--- config.mk ---
export PLATFORM = sky130hd
export DESIGN_NAME = monomial_order_compare
export DESIGN_NICKNAME = d
export VERILOG_FILES = /design/src/hw/rtl/mocmp_pkg.sv /design/src/hw/rtl/mocmp_ram.sv /design/src/hw/rtl/mocmp_cmp.sv /design/src/hw/rtl/mocmp_seq.sv /design/src/hw/rtl/monomial_order_compare.sv
export SDC_FILE = /design/constraint.sdc
export NUM_CORES = 1
export LEC_CHECK = 0
export ABC_AREA = 1
export ABC_CLOCK_PERIOD_IN_PS = 3200
export BUFFER_PORTS_ARGS = -buffer_cell sky130_fd_sc_hd__clkbuf_2
export CAP_MARGIN = 20
export CORE_ASPECT_RATIO = 0.6
export CORE_UTILIZATION = 26
export CTS_CLUSTER_DIAMETER = 150
export CTS_CLUSTER_SIZE = 24
export DETAILED_ROUTE_END_ITERATION = 7
export GPL_TIMING_DRIVEN = 0
export SKIP_LAST_GASP = 1
export SYNTH_ARGS = -nofsm -noshare
export SYNTH_HDL_FRONTEND = slang
export SYNTH_SLANG_ARGS = --single-unit
--- constraint.sdc ---
create_clock -name i_clk -period 3.2 [get_ports i_clk]
set_clock_uncertainty 0.05 [all_clocks]
set_input_delay 0.48 -clock i_clk [delete_from_list [all_inputs] [get_ports i_clk]]
set_output_delay 0.48 -clock i_clk [all_outputs]
set_load 0.1 [all_outputs]
--- src/hw/rtl/mocmp_pkg.sv ---
`timescale 1ns / 1ps
package mocmp_pkg;

    localparam int MAX_TERM_LEN = 16;
    localparam int RANK_BITS    = 8;
    localparam int EXP_BITS     = 16;

    localparam int LEN_W  = $clog2(MAX_TERM_LEN + 1);
    localparam int ADDR_W = (MAX_TERM_LEN > 1) ? $clog2(MAX_TERM_LEN) : 1;
    localparam int PAIR_W = RANK_BITS + EXP_BITS;
    localparam int SUM_W  = EXP_BITS + LEN_W;
    localparam int CMP_W  = (SUM_W > RANK_BITS) ? SUM_W : RANK_BITS;

    typedef logic [RANK_BITS-1:0] t_rank;
    typedef logic [EXP_BITS-1:0]  t_exp;
    typedef logic [SUM_W-1:0]     t_sum;
    typedef logic [LEN_W-1:0]     t_len;
    typedef logic [ADDR_W-1:0]    t_addr;
    typedef logic [PAIR_W-1:0]    t_pair;
    typedef logic [CMP_W-1:0]     t_cmp;
    typedef logic [1:0]           t_mode;
    typedef logic [1:0]           t_cmd;
    typedef logic [1:0]           t_status;

    localparam t_mode MODE_LEX       = 2'd0;
    localparam t_mode MODE_GRLEX     = 2'd1;
    localparam t_mode MODE_DEGREVLEX = 2'd2;

    localparam t_cmd CMD_APPEND_A = 2'd0;
    localparam t_cmd CMD_APPEND_B = 2'd1;
    localparam t_cmd CMD_COMPARE  = 2'd2;

    localparam t_status ST_OK       = 2'd0;
    localparam t_status ST_OVERFLOW = 2'd1;
    localparam t_status ST_MISMATCH = 2'd2;

    typedef enum logic [1:0] {
        ORD_LT = 2'd0,
        ORD_EQ = 2'd1,
        ORD_GT = 2'd2
    } t_ord;

    typedef enum logic [3:0] {
        S_IDLE,
        S_STRIP_RD,
        S_STRIP_EV,
        S_DEGREE,
        S_WALK_RD,
        S_WALK_RANK,
        S_WALK_EXP,
        S_LENGTH,
        S_DONE
    } t_state;

    typedef struct packed {
        logic  start;
        t_rank thr;
        t_mode mode;
    } t_seq_req;

    typedef struct packed {
        logic done;
        t_ord order;
        logic mismatch;
    } t_seq_rsp;

endpackage

--- src/hw/rtl/mocmp_ram.sv ---
`timescale 1ns / 1ps
module mocmp_ram #(
    parameter int WIDTH = 8,
    parameter int DEPTH = 16
) (
    input  logic                                     i_clk,
    input  logic                                     i_we,
    input  logic [((DEPTH > 1) ? $clog2(DEPTH) : 1)-1:0] i_waddr,
    input  logic [WIDTH-1:0]                         i_wdata,
    input  logic [((DEPTH > 1) ? $clog2(DEPTH) : 1)-1:0] i_raddr,
    output logic [WIDTH-1:0]                         o_rdata
);

    logic [WIDTH-1:0] r_mem [DEPTH];
    logic [WIDTH-1:0] r_rdata;

    always_ff @(posedge i_clk) begin
        if (i_we) begin
            r_mem[i_waddr] <= i_wdata;
        end
        r_rdata <= r_mem[i_raddr];
    end

    assign o_rdata = r_rdata;

endmodule

--- src/hw/rtl/mocmp_cmp.sv ---
`timescale 1ns / 1ps
module mocmp_cmp
    import mocmp_pkg::*;
(
    input  t_cmp i_a,
    input  t_cmp i_b,
    output t_ord o_res
);

    always_comb begin
        if (i_a < i_b) begin
            o_res = ORD_LT;
        end else if (i_a > i_b) begin
            o_res = ORD_GT;
        end else begin
            o_res = ORD_EQ;
        end
    end

endmodule

--- src/hw/rtl/mocmp_seq.sv ---
`timescale 1ns / 1ps
module mocmp_seq
    import mocmp_pkg::*;
(
    input  logic     i_clk,
    input  logic     i_rst_n,
    input  t_seq_req i_req,
    input  t_len     i_len_a,
    input  t_len     i_len_b,
    input  t_pair    i_rdata_a,
    input  t_pair    i_rdata_b,
    input  logic     i_out_free,
    output t_addr    o_raddr_a,
    output t_addr    o_raddr_b,
    output t_seq_rsp o_rsp
);

    t_state r_state, n_state;
    t_rank  r_thr, n_thr;
    t_mode  r_mode, n_mode;
    t_len   r_k, n_k;
    logic   r_a_live, n_a_live;
    logic   r_b_live, n_b_live;
    t_len   r_la, n_la;
    t_len   r_lb, n_lb;
    t_sum   r_sum_a, n_sum_a;
    t_sum   r_sum_b, n_sum_b;
    t_ord   r_order, n_order;
    logic   r_mism, n_mism;

    t_rank rank_a, rank_b;
    t_exp  exp_a, exp_b;
    t_cmp  cmp_a, cmp_b;
    t_ord  cmp_res;
    logic  a_ok, b_ok;
    logic  is_lex, is_rev;
    t_len  min_len, tail_a, tail_b;

    assign rank_a = i_rdata_a[PAIR_W-1 -: RANK_BITS];
    assign exp_a  = i_rdata_a[EXP_BITS-1:0];
    assign rank_b = i_rdata_b[PAIR_W-1 -: RANK_BITS];
    assign exp_b  = i_rdata_b[EXP_BITS-1:0];

    // unused mode code falls back to lex
    assign is_rev = (r_mode == MODE_DEGREVLEX);
    assign is_lex = (r_mode != MODE_GRLEX) && !is_rev;

    assign min_len = (r_la < r_lb) ? r_la : r_lb;
    assign tail_a  = r_la - t_len'(1) - r_k;
    assign tail_b  = r_lb - t_len'(1) - r_k;

    // degrevlex walks from the tails during the pair walk
    always_comb begin
        if (is_rev && (r_state == S_WALK_RD || r_state == S_WALK_RANK
                       || r_state == S_WALK_EXP)) begin
            o_raddr_a = tail_a[ADDR_W-1:0];
            o_raddr_b = tail_b[ADDR_W-1:0];
        end else begin
            o_raddr_a = r_k[ADDR_W-1:0];
            o_raddr_b = r_k[ADDR_W-1:0];
        end
    end

    assign a_ok = r_a_live && (r_k < i_len_a) && (rank_a >= r_thr);
    assign b_ok = r_b_live && (r_k < i_len_b) && (rank_b >= r_thr);

    mocmp_cmp u_cmp (
        .i_a   (cmp_a),
        .i_b   (cmp_b),
        .o_res (cmp_res)
    );

    always_ff @(posedge i_clk) begin
        if (!i_rst_n) begin
            r_state <= S_IDLE;
        end else begin
            r_state <= n_state;
        end
        r_thr    <= n_thr;
        r_mode   <= n_mode;
        r_k      <= n_k;
        r_a_live <= n_a_live;
        r_b_live <= n_b_live;
        r_la     <= n_la;
        r_lb     <= n_lb;
        r_sum_a  <= n_sum_a;
        r_sum_b  <= n_sum_b;
        r_order  <= n_order;
        r_mism   <= n_mism;
    end

    always_comb begin
        n_state  = r_state;
        n_thr    = r_thr;
        n_mode   = r_mode;
        n_k      = r_k;
        n_a_live = r_a_live;
        n_b_live = r_b_live;
        n_la     = r_la;
        n_lb     = r_lb;
        n_sum_a  = r_sum_a;
        n_sum_b  = r_sum_b;
        n_order  = r_order;
        n_mism   = r_mism;
        cmp_a    = t_cmp'(r_sum_a);
        cmp_b    = t_cmp'(r_sum_b);
        o_rsp    = '{done: 1'b0, order: r_order, mismatch: r_mism};

        case (r_state)
            S_IDLE: begin
                if (i_req.start) begin
                    n_thr    = i_req.thr;
                    n_mode   = i_req.mode;
                    n_k      = '0;
                    n_a_live = 1'b1;
                    n_b_live = 1'b1;
                    n_sum_a  = '0;
                    n_sum_b  = '0;
                    n_mism   = 1'b0;
                    n_state  = S_STRIP_RD;
                end
            end
            S_STRIP_RD: begin
                n_state = S_STRIP_EV;
            end
            S_STRIP_EV: begin
                // cut each term at its first pair ranked below threshold
                if (r_a_live) begin
                    if (a_ok) begin
                        n_sum_a = r_sum_a + t_sum'(exp_a);
                    end else begin
                        n_la     = r_k;
                        n_a_live = 1'b0;
                    end
                end
                if (r_b_live) begin
                    if (b_ok) begin
                        n_sum_b = r_sum_b + t_sum'(exp_b);
                    end else begin
                        n_lb     = r_k;
                        n_b_live = 1'b0;
                    end
                end
                if (a_ok || b_ok) begin
                    n_k     = r_k + t_len'(1);
                    n_state = S_STRIP_RD;
                end else if (is_lex) begin
                    n_k     = '0;
                    n_state = S_WALK_RD;
                end else begin
                    n_state = S_DEGREE;
                end
            end
            S_DEGREE: begin
                cmp_a = t_cmp'(r_sum_a);
                cmp_b = t_cmp'(r_sum_b);
                if (cmp_res != ORD_EQ) begin
                    n_order = cmp_res;
                    n_state = S_DONE;
                end else begin
                    n_k     = '0;
                    n_state = S_WALK_RD;
                end
            end
            S_WALK_RD: begin
                if (r_k == min_len) begin
                    n_state = S_LENGTH;
                end else begin
                    n_state = S_WALK_RANK;
                end
            end
            S_WALK_RANK: begin
                cmp_a = t_cmp'(rank_a);
                cmp_b = t_cmp'(rank_b);
                if (cmp_res != ORD_EQ) begin
                    n_order = cmp_res;
                    n_state = S_DONE;
                end else begin
                    n_state = S_WALK_EXP;
                end
            end
            S_WALK_EXP: begin
                // degrevlex: larger exponent on a tied rank is less
                if (is_rev) begin
                    cmp_a = t_cmp'(exp_b);
                    cmp_b = t_cmp'(exp_a);
                end else begin
                    cmp_a = t_cmp'(exp_a);
                    cmp_b = t_cmp'(exp_b);
                end
                if (cmp_res != ORD_EQ) begin
                    n_order = cmp_res;
                    n_state = S_DONE;
                end else begin
                    n_k     = r_k + t_len'(1);
                    n_state = S_WALK_RD;
                end
            end
            S_LENGTH: begin
                cmp_a = t_cmp'(r_la);
                cmp_b = t_cmp'(r_lb);
                if (is_rev) begin
                    n_order = ORD_EQ;
                    n_mism  = (cmp_res != ORD_EQ);
                end else begin
                    n_order = cmp_res;
                end
                n_state = S_DONE;
            end
            S_DONE: begin
                o_rsp.done = 1'b1;
                if (i_out_free) begin
                    n_state = S_IDLE;
                end
            end
            default: begin
                n_state = S_IDLE;
            end
        endcase
    end

endmodule

--- src/hw/rtl/monomial_order_compare.sv ---
`timescale 1ns / 1ps
// Channel   Direction  Handshake                  Payload
// input     in         i_in_valid / o_in_stall    i_cmd, i_var_rank, i_exponent,
//                                                 i_strip_threshold
// output    out        o_out_valid / i_out_stall  o_order, o_status
// config    in         i_cfg_valid / o_cfg_ready  i_cfg_ordering_mode
//
// An append request is taken whenever the block is not busy. A compare request
// keeps the input stalled while the sequencer walks the term stores through one
// shared comparator: a strip/degree pass over the kept prefixes, the degree check
// outside lex mode, a pair walk over the common pairs, and then the finish.
// Reset (i_rst_n low, synchronous) clears lengths, overflow flag, mode and
// handshake state; store contents stay undefined and are never read unwritten.
// A held result in the output register stalls only the next compare's finish.
module monomial_order_compare
    import mocmp_pkg::*;
(
    input  logic       i_clk,
    input  logic       i_rst_n,
    input  logic       i_in_valid,
    output logic       o_in_stall,
    input  logic [1:0] i_cmd,
    input  logic [7:0] i_var_rank,
    input  logic [15:0] i_exponent,
    input  logic [7:0] i_strip_threshold,
    output logic       o_out_valid,
    input  logic       i_out_stall,
    output logic [1:0] o_order,
    output logic [1:0] o_status,
    input  logic       i_cfg_valid,
    output logic       o_cfg_ready,
    input  logic [1:0] i_cfg_ordering_mode
);

    logic    r_busy, n_busy;
    t_mode   r_mode;
    t_len    r_len_a, n_len_a;
    t_len    r_len_b, n_len_b;
    logic    r_ovf, n_ovf;
    logic    r_out_valid, n_out_valid;
    t_ord    r_order, n_order;
    t_status r_status, n_status;

    logic     in_acc;
    logic     out_free;
    logic     we_a, we_b;
    t_pair    wdata;
    t_addr    raddr_a, raddr_b;
    t_pair    rdata_a, rdata_b;
    t_seq_req req;
    t_seq_rsp rsp;

    assign in_acc   = i_in_valid && !r_busy;
    // output register can take a new result this cycle
    assign out_free = !r_out_valid || !i_out_stall;

    assign o_in_stall  = r_busy;
    assign o_cfg_ready = !r_busy;
    assign o_out_valid = r_out_valid;
    assign o_order     = r_order;
    assign o_status    = r_status;

    assign wdata = {t_rank'(i_var_rank), t_exp'(i_exponent)};

    // stores are full when the length reaches capacity; such appends drop
    assign we_a = in_acc && (i_cmd == CMD_APPEND_A)
                  && (r_len_a < t_len'(MAX_TERM_LEN));
    assign we_b = in_acc && (i_cmd == CMD_APPEND_B)
                  && (r_len_b < t_len'(MAX_TERM_LEN));

    assign req = '{start: in_acc && (i_cmd == CMD_COMPARE),
                   thr:   t_rank'(i_strip_threshold),
                   mode:  r_mode};

    mocmp_ram #(.WIDTH(PAIR_W), .DEPTH(MAX_TERM_LEN)) u_store_a (
        .i_clk   (i_clk),
        .i_we    (we_a),
        .i_waddr (r_len_a[ADDR_W-1:0]),
        .i_wdata (wdata),
        .i_raddr (raddr_a),
        .o_rdata (rdata_a)
    );

    mocmp_ram #(.WIDTH(PAIR_W), .DEPTH(MAX_TERM_LEN)) u_store_b (
        .i_clk   (i_clk),
        .i_we    (we_b),
        .i_waddr (r_len_b[ADDR_W-1:0]),
        .i_wdata (wdata),
        .i_raddr (raddr_b),
        .o_rdata (rdata_b)
    );

    mocmp_seq u_seq (
        .i_clk      (i_clk),
        .i_rst_n    (i_rst_n),
        .i_req      (req),
        .i_len_a    (r_len_a),
        .i_len_b    (r_len_b),
        .i_rdata_a  (rdata_a),
        .i_rdata_b  (rdata_b),
        .i_out_free (out_free),
        .o_raddr_a  (raddr_a),
        .o_raddr_b  (raddr_b),
        .o_rsp      (rsp)
    );

    always_ff @(posedge i_clk) begin
        if (!i_rst_n) begin
            r_busy      <= 1'b0;
            r_mode      <= MODE_LEX;
            r_len_a     <= '0;
            r_len_b     <= '0;
            r_ovf       <= 1'b0;
            r_out_valid <= 1'b0;
        end else begin
            r_busy      <= n_busy;
            r_len_a     <= n_len_a;
            r_len_b     <= n_len_b;
            r_ovf       <= n_ovf;
            r_out_valid <= n_out_valid;
            if (i_cfg_valid && o_cfg_ready) begin
                r_mode <= i_cfg_ordering_mode;
            end
        end
        r_order  <= n_order;
        r_status <= n_status;
    end

    always_comb begin
        n_busy      = r_busy;
        n_len_a     = r_len_a;
        n_len_b     = r_len_b;
        n_ovf       = r_ovf;
        n_out_valid = r_out_valid;
        n_order     = r_order;
        n_status    = r_status;

        if (!i_out_stall) begin
            n_out_valid = 1'b0;
        end

        if (in_acc) begin
            case (i_cmd)
                CMD_APPEND_A: begin
                    if (we_a) begin
                        n_len_a = r_len_a + t_len'(1);
                    end else begin
                        n_ovf = 1'b1;
                    end
                end
                CMD_APPEND_B: begin
                    if (we_b) begin
                        n_len_b = r_len_b + t_len'(1);
                    end else begin
                        n_ovf = 1'b1;
                    end
                end
                CMD_COMPARE: begin
                    n_busy = 1'b1;
                end
                default: begin
                end
            endcase
        end

        // compare finished and the output register is free: publish, clear
        if (rsp.done && out_free) begin
            n_out_valid = 1'b1;
            n_order     = rsp.order;
            n_status    = r_ovf ? ST_OVERFLOW : (rsp.mismatch ? ST_MISMATCH : ST_OK);
            n_len_a     = '0;
            n_len_b     = '0;
            n_ovf       = 1'b0;
            n_busy      = 1'b0;
        end
    end

endmodule

==> results.sh <==
export IMPL_whs_ns=0.02348
export IMPL_cts_clk_slew_worst_paths_ns=0.11
export IMPL_cp_required_ns=3.67
export IMPL_cts_tree="built"
export IMPL_dieArea_um2=156600
export IMPL_ys_ff_latch=911
export IMPL_syn_area_per_cell_um2=11.13
export IMPL_dr_total_vias=27930
export IMPL_die_y_um=306.9
export IMPL_preCtsSetupSlack_ns=-1.175
export IMPL_via_per_inst=4.777
export IMPL_slew_headroom=0.1921
export IMPL_overflow=0
export IMPL_htreeDepth=2
export IMPL_numPortBuffers=47
export IMPL_drive_above_1_share=0.1161
export IMPL_netlist_instances=3620
export IMPL_gp_congestion=0.9180
export IMPL_cts_sinks=911
export IMPL_dr_pass1_iters=6
export IMPL_critPathLaunch="u_seq.r_la[0]"
export IMPL_maxCapViolCount=0
export IMPL_setup_ws_ns=-0.04516
export IMPL_drc=0
export IMPL_wire_per_inst_um=20.82
export IMPL_ys_types=47
export IMPL_worstPathArrival_ns=3.71
export IMPL_ant_nets=0
export IMPL_p_per_area_nw_per_um2=702.9
export IMPL_nets=3917
export IMPL_rows=111
export IMPL_cpPeakStageDelay_ns=0.53
export IMPL_outcome="finished with violations"
export IMPL_rsz0062_at_grt="yes"
export IMPL_core_um2=153200
export IMPL_hold_class="input pin to register"
export IMPL_start_util=0.2630
export IMPL_cts_root_buf="clkbuf_16"
export IMPL_setup_viol_count_final=1
export IMPL_grt_pass1_wl_um=174900
export IMPL_seq_area_frac_synth=0.6624
export IMPL_path_class="register to register"
export IMPL_period_minus_slack_ns=3.245
export IMPL_r2r_start="u_seq.r_la[0]"
export IMPL_hold_viol_final=0
export IMPL_startpoint_type="register"
export IMPL_drtIter0Drc=3985
export IMPL_swShare=0.3914
export IMPL_final_core_util=0.2992
export IMPL_worst_path_max_fanout=10
export IMPL_ir_drop_uv=356.3
export IMPL_crit_chain="ha_1 > fa_1 > o21ai_4 > buf_4 > buf_2 > a21oi_1 > o21ai_0 > nand3_1 > nand3_1 > nand2_1"
export IMPL_clockBufferDepth=3
export IMPL_p_sw_w=0.01261
export IMPL_power_leakage_nw=16.98
export IMPL_slew_violations=0
export IMPL_ioPinCount=48
export IMPL_cts_buffers=43
export IMPL_track_usage=0.1524
export IMPL_critical_path_most_common_cell="nand3_1"
export IMPL_seqPwrFrac=0.446
export IMPL_combPwrFrac=0.352
export IMPL_die_x_um=510.2
export IMPL_wirelength_um=121700
export IMPL_hp_start="i_strip_threshold[1]"
export IMPL_final_period_utilization=1.014
export IMPL_violations="negative setup slack"
export IMPL_grt_max_degree=33
export IMPL_internal_power_w=0.01960
export IMPL_fill_cells=15490
export IMPL_hpwl_um=87400
export IMPL_insertion_delay_ns=0.65
export IMPL_antenna_found_initial=7
export IMPL_synth_nets=3763
export IMPL_crit_path_top_delay_cell="fa_1"
export IMPL_tightest_slew_ns=1.212
export IMPL_yosysWarnings=0
export IMPL_syn_area_um2=40290
export IMPL_fmax_ghz=0.3082
export IMPL_end_kind="register"
export IMPL_first_global_vias=25730
export IMPL_power_frac_clock=0.202
export IMPL_area_delta_synth_final_pct=13.76
## power groups by stage
| stage | registers [W] | clock network (W) | logic [W] |
|---|---|---|---|
| 2_1_floorplan | 0.0141 | 0 | 0.00666 |
| 3_3_place_gp | 0.0146 | 0 | 0.0104 |
| 3_5_place_dp | 0.0146 | 0 | 0.0106 |
| 4_1_cts | 0.0143 | 0.00655 | 0.0108 |
| 5_1_grt | 0.0144 | 0.00699 | 0.0124 |
| 6_report | 0.0144 | 0.00650 | 0.0113 |
## synthesized netlist by cell type, drive strengths merged
library cell | number | area [um^2]
a211oi | 2 | 15.01
a21oi | 260 | 1301
o21bai | 3 | 22.52
o21a | 10 | 75.07
a21o | 8 | 60.06
and2 | 2 | 12.51
o21ai | 311 | 1605
clkbuf | 61 | 229.0
fa | 4 | 80.08
buf | 110 | 590.6
xnor2 | 2 | 17.52
nand2 | 499 | 1883
o31ai | 2 | 15.01
clkinv | 1 | 3.750
nor3b | 2 | 15.01
o211ai | 199 | 1494
a221oi | 1 | 8.760
o32ai | 1 | 8.760
nand3b | 1 | 7.510
o221ai | 1 | 8.760
a21boi | 3 | 22.52
ha | 98 | 1226
xor2 | 5 | 51.30
a2111oi | 2 | 17.52
nor2 | 207 | 777.0
or2 | 48 | 300.3
nor3 | 11 | 60.06
a31o | 2 | 17.52
nand3 | 331 | 1669
inv | 507 | 1903
edfxtp | 844 | 25340
a31oi | 4 | 25.02
nand4 | 7 | 43.79
o2111ai | 1 | 8.760
dfxtp | 67 | 1341
o2bb2ai | 3 | 26.28
## path summary, 6_finish.rpt
check	endpoint	slack, ns	depth (start not counted)
worst min-delay path	u_seq.r_thr[1]	0.02	1
worst max register to register	u_store_a.o_rdata[11]	-0.05	10
worst max-delay path	u_store_a.o_rdata[11]	-0.05	10
worst min register to register	o_order[1]	0.38	0
## worst max-delay path, delay by kind of cell (launching register included)
family / cells / cell delay (ns)
AND/OR/NAND/NOR: 3 / 0.65
buffers and inverters: 2 / 0.58
flip-flops: 1 / 0.50
adder cells (fa/ha/maj): 2 / 0.82
AO/OA/AOI/OAI: 3 / 0.51
## cells in the final DEF (no fill, tap or decap), types with 63 or more instances in the layout
cell      instances
nand3_1         317
inv_1           490
edfxtp_1        844
nor2_1          168
clkbuf_1         70
o21ai_0         252
dfxtp_1          63
o211ai_1        199
nand2_1         487
ha_1             91
buf_2            89
a21oi_1         258
## layout make-up
cell class	instances	area, um^2	area share
plain buffers	170	979.7	0.02138
well taps	2034	2545	0.05553
repair buffers	108	1104	0.02408
inverters	508	1934	0.04221
diodes	6	15.01	0.0003276
repair inverters	1	8.758	0.0001911
multi-input cells	2031	11300	0.2466
clock buffers	78	1250	0.02727
flip-flops and latches	911	26690	0.5824
## repair_timing
item,4_1_cts,5_1_grt
cloned,1,3
hold endpoints to repair,4,0
endpoints found under the setup margin,61,45
gates resized for setup,74,87
hold buffers,4,0
setup buffers,5,19
pin swaps,8,24
## per-layer routing
layer | vias to the layer above | routed length, um | global-route usage
met1 | 13540 | 58730 | 0.2433
li1 | 12950 | - | -
met5 | - | 0 | 0
met2 | 1324 | 43980 | 0.1888
met4 | 0 | 2130 | 0.02750
met3 | 117 | 16900 | 0.05692
## through the flow
step	instances	cell area (um^2)	total power [W]	TNS (ns)
2_1_floorplan	3620	40380	0.02079	0
3_3_place_gp	5701	43160	0.02503	-64.83
3_5_place_dp	5727	43690	0.02519	-21.31
4_1_cts	5814	45280	0.03166	0
5_1_grt	5843	45820	0.03375	-0.7711
6_report	5847	45830	0.03221	-0.04516
## cells by family (layout without fill, tap and decap cells)
group,Yosys count,count (layout),synth area share
simple gates,1108,1109,0.1184
flops,911,911,0.6624
compound gates,813,813,0.1175
buf+inv,679,865,0.06767
fa+ha+maj,102,102,0.03242
xor+xnor,7,7,0.001708
other cells,0,6,0
## state kept, by name, indices dropped and copies added, names as in the netlist
name and count:
o_in_stall 1, o_order 2, o_out_valid 1, o_status 2, r_len_a 5, r_len_b 5
r_mode 2, r_ovf 1, u_seq.r_a_live 1, u_seq.r_b_live 1, u_seq.r_k 5, u_seq.r_la 5
u_seq.r_lb 5, u_seq.r_mism 1, u_seq.r_mode 2, u_seq.r_order 2, u_seq.r_state 4, u_seq.r_sum_a 21
u_seq.r_sum_b 21, u_seq.r_thr 8, u_store_a.o_rdata 24, u_store_a.r_mem 384, u_store_b.o_rdata 24, u_store_b.r_mem 384
Note: power is estimated with default switching activity, not from simulation.
